$ cat src/design/rpc_pkg.sv
// ----------------------------------------------------------------------------
// rpc_pkg : shared types and constants
// Payload structs, state encodings and fixed widths used by the rolling
// Pearson correlation unit.
// ----------------------------------------------------------------------------
package rpc_pkg;

  localparam int SAMPLE_BITS    = 16;
  localparam int CFG_LEN_BITS   = 6;
  localparam int RESET_WINDOW   = 30;
  localparam int WINDOW_MAX_DEF = 32;
  localparam int FRAC_BITS      = 14;
  localparam int Q_BITS         = FRAC_BITS + 1;
  localparam int CORR_BITS      = 16;
  localparam int QUEUE_DEPTH    = 2;
  localparam int STEP_BITS      = 5;
  localparam int CFG_ADDR_BITS  = 3;
  localparam int CFG_DATA_BITS  = 32;

  // register index (paddr[2])
  localparam logic REG_WINDOW_LENGTH = 1'b0;

  typedef struct packed {
    logic signed [SAMPLE_BITS-1:0] sample_a;
    logic signed [SAMPLE_BITS-1:0] sample_b;
  } in_item_t;

  typedef struct packed {
    logic signed [CORR_BITS-1:0] correlation;
    logic                        degenerate;
  } out_item_t;

  typedef struct packed {
    logic wr;
    logic full;
  } q_push_t;

  typedef struct packed {
    logic rd;
    logic empty;
  } q_pop_t;

  typedef enum logic [1:0] {
    F_IDLE,
    F_PROD,
    F_UPD
  } front_state_t;

  typedef enum logic [2:0] {
    B_IDLE,
    B_VAR,
    B_WIDE,
    B_INIT,
    B_ROOT,
    B_OUT
  } back_state_t;

endpackage

$ cat src/design/rpc_queue.sv
// ----------------------------------------------------------------------------
// rpc_queue : window snapshot queue
// Small FIFO between the front (window update) and back (correlation math).
// ----------------------------------------------------------------------------
module rpc_queue import rpc_pkg::*; #(
  parameter int DATA_W = 8,
  parameter int DEPTH  = QUEUE_DEPTH
) (
  input  logic              clk,
  input  logic              rst_n,
  input  logic              wr,
  input  logic [DATA_W-1:0] wdata,
  input  logic              rd,
  output logic [DATA_W-1:0] rdata,
  output logic              full,
  output logic              empty
);

  localparam int PW = (DEPTH > 1) ? $clog2(DEPTH) : 1;
  localparam int CW = $clog2(DEPTH + 1);

  logic [DATA_W-1:0] mem_r [DEPTH];
  logic [PW-1:0]     wp_r, wp_nxt, rp_r, rp_nxt;
  logic [CW-1:0]     cnt_r, cnt_nxt;

  assign full  = (cnt_r == CW'(DEPTH));
  assign empty = (cnt_r == '0);
  assign rdata = mem_r[rp_r];

  always_comb begin
    wp_nxt  = wp_r;
    rp_nxt  = rp_r;
    cnt_nxt = cnt_r;
    if (wr) begin
      wp_nxt = (wp_r == PW'(DEPTH - 1)) ? '0 : wp_r + PW'(1);
    end
    if (rd) begin
      rp_nxt = (rp_r == PW'(DEPTH - 1)) ? '0 : rp_r + PW'(1);
    end
    if (wr && !rd) begin
      cnt_nxt = cnt_r + CW'(1);
    end else if (rd && !wr) begin
      cnt_nxt = cnt_r - CW'(1);
    end
  end

  always_ff @(posedge clk) begin
    if (!rst_n) begin
      wp_r  <= '0;
      rp_r  <= '0;
      cnt_r <= '0;
    end else begin
      wp_r  <= wp_nxt;
      rp_r  <= rp_nxt;
      cnt_r <= cnt_nxt;
    end
  end

  always_ff @(posedge clk) begin
    if (wr) begin
      mem_r[wp_r] <= wdata;
    end
  end

endmodule

$ cat config.mk
export PLATFORM = sky130hd
export DESIGN_NAME = rpc_queue
export DESIGN_NICKNAME = d
export VERILOG_FILES = /design/src/design/rpc_pkg.sv /design/src/design/rpc_queue.sv
export SDC_FILE = /design/constraint.sdc
export NUM_CORES = 1
export LEC_CHECK = 0
export BUFFER_PORTS_ARGS = -buffer_cell sky130_fd_sc_hd__buf_2
export CAP_MARGIN = 10
export CORE_UTILIZATION = 44
export CTS_CLUSTER_DIAMETER = 150
export DETAILED_ROUTE_END_ITERATION = 7
export PLACE_DENSITY = 0.72
export SKIP_CTS_REPAIR_TIMING = 1
export SLEW_MARGIN = 5
export SYNTH_ARGS = -nofsm -noshare
export SYNTH_HDL_FRONTEND = slang
export SYNTH_SLANG_ARGS = --single-unit
$ cat constraint.sdc
create_clock -name clk -period 1.2 [get_ports clk]
set_clock_uncertainty 0.1 [all_clocks]
set_input_delay 0.24 -clock clk [delete_from_list [all_inputs] [get_ports clk]]
set_output_delay 0.24 -clock clk [all_outputs]
set_load 0.03 [all_outputs]
==> results.txt, run 1 <==
Total Neg Setup Slack -> -3.173 ns
Synth Area in Adders -> 1.575%
R2R depth -> 4
Initial core utilization -> 49.84%
Simple-gate share of the synthesized area -> 7.087%
Vias -> 480
Synth Area in XOR/XNOR -> 3.307%
Hold_sp -> wdata[0]
Share of layout cells above drive strength 1 -> 60.76%
Max Slew Vio Count -> 0
Highest metal used -> met4
#FFs+latches synth -> 21
Netlist cell types -> 16
Bufs on Longest Clock Path -> 2
Sequential fraction of the synthesis area -> 73.07%
H-tree depth -> 1
Drt pass-1 iters -> 4
Placed cells -> 98
Largest net degree at the start of global routing -> 12
Cells on Worst Hold Path -> 1
Total Routing Usage GR -> 14.03%
Crit path max fanout -> 4
Post-synthesis mux area share -> 11.34%
Die H -> 44.50 µm
Area grow syn2layout -> 44.09%
FF-to-FF setup slack -> -0.03 ns
Final WS setup -> -0.3794 ns
Worst Hold Class -> in2reg
Leading area contributor after synthesis -> edfxtp_1
CP Capture Type -> output pin
Via density -> 4.660
Leak -> 0.4758 nW
Tcrit/Tclk final -> 131.6%
Crit path launch type -> flip-flop
Final cell count without fillers -> 103
Port Buf Inserts -> 21
Routed Wire Length -> 1.259 mm
Status -> complete, but fails checks
CTS Buf Count -> 3
FMAX -> 633.1 MHz
Vias in the first global route -> 436
Met1 WL -> 522 µm
Arrival time at the worst endpoint -> 1.24 ns
Synthesized cell area -> 794.5 µm²
Pwr dens -> 1383 nW/µm²
Ant diodes -> 0
Max Cap Viol -> 0
WS Path Type -> reg2out
Synth Area per Inst -> 16.90 µm²
Hold Path End -> mem_r[1][0]
Routability congestion estimate -> 0.6602
Total gr overflow -> 0
Tmin final -> 1.579 ns
Compound-Gate Fraction of Synth Area -> 2.520%
Metal3 WL -> 40 µm
Root Driver -> clkbuf_4
Synth top area share -> 60.47%
First-pass GRT wire length -> 1.828 mm
Synth area leaders -> edfxtp_1 60%, dfxtp_1 13%, mux2_2 11%
Reg2reg end -> cnt_r[1]
# clock sinks -> 21
Required @ worst endpoint -> 0.86 ns
Worst slew pin tran -> 0.2016 ns
Nets -> 93
Met2 wire length -> 656 µm
Reg-to-Reg Start -> cnt_r[0]
Chip Width -> 44.50 µm
Wire length per cell -> 12.22 µm
Core ar. -> 1594 µm²
Worst slew margin -> 86.56%
Largest family of logic cells by synthesized area -> multiplexers
Worst vdd ir -> 835.3 µV
Fin util -> 71.82%
Fin. Hold Viols -> 0
Ports -> 22
DIE AREA -> 1980 µm²
Syn_nets -> 60
Finish-stage setup viols -> 11
RSZ-0062 raised after global routing -> true
Violated checks -> setup timing
DRC -> 0
Synth Instances -> 47
Initial DRC Count -> 15
Row cnt -> 14
Syn. warnings -> 0
Clock-pin transition on the worst setup and hold timing paths -> 0.11 ns
CTS tree -> built
Initial antenna violation count -> 0
Post-DP HPWL -> 888.1 µm
Worst-Skew Late Latency -> 0.30 ns
Post-DRT Antenna Nets -> 0
-- report_power, final --
part           switching (W)  internal [W]  leakage [nW]
clock network       0.000201      0.000130        0.0150
logic               0.000180      0.000209         0.268
registers          0.0000273      0.000835         0.193
-- how the worst max path moves through the flow --
stage	depth (start not counted)	start	endpoint
after floorplan	2	flip-flop	rdata[0]
after global placement	3	flip-flop	rdata[6]
after detailed placement	3	flip-flop	rdata[6]
after CTS	3	flip-flop	rdata[6]
after global routing	3	flip-flop	rdata[4]
final	3	flip-flop	rdata[4]
-- final cells by class --
cell class / count / area (µm²)
Clock buffer: 4 / 26.28
Fill cell: 110 / 449.2
Inverter: 1 / 3.754
Multi-Input combinational cell: 24 / 259.0
Sequential cell: 21 / 586.8
Tap cell: 24 / 30.03
Timing Repair Buffer: 29 / 239.0
-- registers in the layout (all words and copies together), names as in the netlist, named ones only --
name	cells
mem_r	16
cnt_r	2
rp_r	1
wp_r	1
-- through the flow --
stage | hold WS, ns | power, W | setup WS [ns] | instance area (µm²)
2_1_floorplan | 0.2389 | 0.001054 | -0.02020 | 809.5
6_report | 0.01800 | 0.001583 | -0.3794 | 1145
4_1_cts | 0.01018 | 0.001484 | -0.4731 | 1018
3_5_place_dp | 0.3337 | 0.001160 | -0.1204 | 992.2
5_1_grt | 0.004996 | 0.001647 | -0.4213 | 1145
3_3_place_gp | 0.3277 | 0.001151 | -0.1059 | 992.2
-- cells in the mapped netlist (all sizes together) --
library cell,n
edfxtp,16
mux2,8
a21boi,1
nor2,1
xor2,2
buf,1
nor2b,2
dfxtp,5
or3,1
inv,1
and2,4
o21a,1
xnor2,1
and2b,1
ha,1
o21ai,1
-- per-layer routing --
layer / vias to the layer above / global-route usage, %
met3: 5 / 3.673
met5: - / 0
li1: 235 / -
met4: 0 / 12.73
met2: 12 / 21.47
met1: 228 / 15.95
-- cells in the final DEF, fill, tap and decap left out, types with 2 or more instances in the layout --
master	Yosys	layout
buf_6	0	13
xor2_1	2	2
mux2_4	0	8
clkbuf_4	0	3
and2_1	4	3
buf_4	0	5
dfxtp_1	5	2
buf_2	1	11
edfxtp_1	16	16
dfxtp_2	0	2
-- kinds of logic (layout without fill, tap and decap cells) --
family,Yosys count,in the layout
buffers and inverters,2,34
XOR/XNOR,3,3
multiplexers,8,8
AO/OA/AOI/OAI,3,3
adder cells (fa/ha/maj),1,1
flip-flops,21,21
AND/OR/NAND/NOR,9,9
-- worst max-delay path, stage by stage, from the launching register on --
cell     delay (ns)
dfxtp_2        0.37
buf_6          0.13
mux2_4         0.30
buf_6          0.14
Note: power is estimated with default switching activity, not from simulation.
==> run 2, diff against run 1 <==
--- a/config.mk
+++ b/config.mk
@@ -10,6 +10,7 @@
 export CORE_UTILIZATION = 44
 export CTS_CLUSTER_DIAMETER = 150
 export DETAILED_ROUTE_END_ITERATION = 7
+export HOLD_SLACK_MARGIN = 0.03
 export PLACE_DENSITY = 0.72
 export SKIP_CTS_REPAIR_TIMING = 1
 export SLEW_MARGIN = 5
==> run 2 against run 1 <==
  * The run still ends with setup timing left
  * Count of clock-buffer cells in the layout is the same
  * Non-clock buffer count up 8
  * Flip-flop and latch count did not move
  * Sequential share of layout area is 3.4 points lower
  * Critical endpoint unchanged
==> results.txt, run 2 (synthesized netlist as in run 1, its figures left out) <==
Routed Wire Length -> 1.357 mm (was 1.259 mm)
Most frequent cells in the layout -> 16 x edfxtp_1, 13 x buf_6, 11 x buf_2, 8 x mux2_4, 8 x dlygate4sd3_1 (was 16 x edfxtp_1, 13 x buf_6, 11 x buf_2, 8 x mux2_4, 5 x buf_4)
Sequential Power Share -> 53.8% (was 54.5%)
Initial DRC Count -> 11 (was 15)
Switch Pwr -> 0.0004108 W (was 0.0004083 W)
Total Routing Usage GR -> 14.03% (unchanged)
Area grow syn2layout -> 54.17% (was 44.09%)
Worst slew margin -> 86.57% (was 86.56%)
Leak -> 0.5092 nW (was 0.4758 nW)
Vias -> 504 (was 480)
Crit path top cell by count -> buf_6 (unchanged)
Nets -> 101 (was 93)
Worst slew pin tran -> 0.2015 ns (was 0.2016 ns)
Row cnt -> 14 (unchanged)
H-tree depth -> 1 (unchanged)
Fin. Hold Viols -> 0 (unchanged)
Ant diodes -> 0 (unchanged)
Max Slew Vio Count -> 0 (unchanged)
Cell Int Power -> 0.001192 W (was 0.001175 W)
Violated checks -> setup timing (unchanged)
Pwr dens -> 1308 nW/µm² (was 1383 nW/µm²)
Crit-path cells -> buf_6 -> mux2_4 -> buf_6 (unchanged)
DIE AREA -> 1980 µm² (unchanged)
Total power -> 0.001603 W (was 0.001583 W)
Reg with most FFs -> mem_r (unchanged)
Total gr overflow -> 0 (unchanged)
Most common cell after layout, fill and taps aside -> edfxtp_1 (unchanged)
Routability congestion estimate -> 0.6602 (unchanged)
CP Capture Type -> output pin (unchanged)
RSZ-0062 raised after global routing -> true (unchanged)
Chip Width -> 44.50 µm (unchanged)
Crit path launch type -> flip-flop (unchanged)
Wire length per cell -> 12.23 µm (was 12.22 µm)
Clock share of power -> 20.5% (was 20.9%)
CTS tree -> built (unchanged)
Bufs on Longest Clock Path -> 2 (unchanged)
Largest net degree at the start of global routing -> 12 (unchanged)
Tcrit/Tclk final -> 131.6% (about the same)
First-pass GRT wire length -> 1.828 mm (unchanged)
Tmin final -> 1.579 ns (about the same)
Vias in the first global route -> 436 (unchanged)
Finish-stage setup viols -> 11 (unchanged)
Via density -> 4.541 (was 4.660)
WHS -> 0.09246 ns (was 0.01800 ns)
DRC -> 0 (unchanged)
Combinational Power Share -> 25.7% (was 24.6%)
Total Neg Setup Slack -> -3.179 ns (was -3.173 ns)
Switching fraction of total power -> 25.64% (was 25.79%)
Core ar. -> 1594 µm² (unchanged)
Arrival time at the worst endpoint -> 1.24 ns (about the same)
Final WS setup -> -0.3788 ns (was -0.3794 ns)
Root Driver -> clkbuf_4 (unchanged)
Crit path max fanout -> 4 (unchanged)
Post-DRT Antenna Nets -> 0 (unchanged)
Placed cells -> 98 (unchanged)
Clock-pin transition on the worst setup and hold timing paths -> 0.11 ns (about the same)
# clock sinks -> 21 (unchanged)
Port Buf Inserts -> 21 (unchanged)
CTS Buf Count -> 3 (unchanged)
Drt pass-1 iters -> 4 (unchanged)
Status -> complete, but fails checks (unchanged)
WS Path Type -> reg2out (unchanged)
Share of layout cells above drive strength 1 -> 55.17% (was 60.76%)
Required @ worst endpoint -> 0.86 ns (about the same)
Biggest registers after layout -> mem_r: 16 flops, cnt_r: 2 flops (unchanged)
Initial core utilization -> 49.84% (unchanged)
Worst vdd ir -> 847.5 µV (was 835.3 µV)
Ports -> 22 (unchanged)
Slowest cell delay on critical path -> 0.37 ns (about the same)
Slowest-stage cell, CP -> dfxtp_2 (unchanged)
Initial antenna violation count -> 0 (unchanged)
Die H -> 44.50 µm (unchanged)
Worst Hold Class -> in2reg (unchanged)
Final cell count without fillers -> 111 (was 103)
Post-DP HPWL -> 888.1 µm (unchanged)
Largest register FFs -> 16 (unchanged)
FMAX -> 633.4 MHz (was 633.1 MHz)
Worst-Skew Late Latency -> 0.30 ns (about the same)
Max Cap Viol -> 0 (unchanged)
run 2: per-layer routing:
| metal | up-vias | wire length (µm) | GRT usage (%) |
|---|---|---|---|
| li1 | 250 | - | - |
| met1 | 237 | 566 | 15.95 |
| met2 | 13 | 719 | 21.47 |
| met3 | 4 | 41 | 3.673 |
| met4 | 0 | 29 | 12.73 |
| met5 | - | 0 | 0 |
run 2: final cells by class:
class                      instances  area [µm²]
sequential                        21       586.8
fill                             104       369.1
timing repair buffer              37       319.1
multi-input combinational         24       259.0
tap                               24       30.03
clock buffer                       4       26.28
inverter                           1       3.754
run 2: worst max-delay path: cells and delay by family, from the launching register on:
family	cells	cell delay (ns)
flip-flops	1	0.37
buffers and inverters	2	0.27
multiplexers	1	0.30
run 2: stage by stage:
step / area [µm²] / util (%) / setup slack (ns)
after global routing: 1225 / 76.84 / -0.4158
after detailed placement: 992.2 / 62.24 / -0.1204
after global placement: 992.2 / 62.24 / -0.1059
final: 1225 / 76.84 / -0.3788
after floorplan: 809.5 / - / -0.02020
after CTS: 1018 / 63.89 / -0.4731
run 2: final timing paths:
check,startpoint,to,slack [ns],cells past startpoint
setup / recovery,flip-flop,rdata[4],-0.38,3
hold reg to reg,cnt_r[1],cnt_r[1],0.44,2
setup reg to reg,cnt_r[0],cnt_r[1],-0.04,4
hold / removal,rst_n,wp_r,0.09,2
run 2: power by group through the flow:
stage | logic [W] | registers [W] | clock network (W)
after global routing | 0.000438 | 0.000867 | 0.000359
final | 0.000411 | 0.000863 | 0.000329
after floorplan | 0.000191 | 0.000863 | 0
after detailed placement | 0.000289 | 0.000871 | 0
after global placement | 0.000283 | 0.000868 | 0
after CTS | 0.000290 | 0.000854 | 0.000340
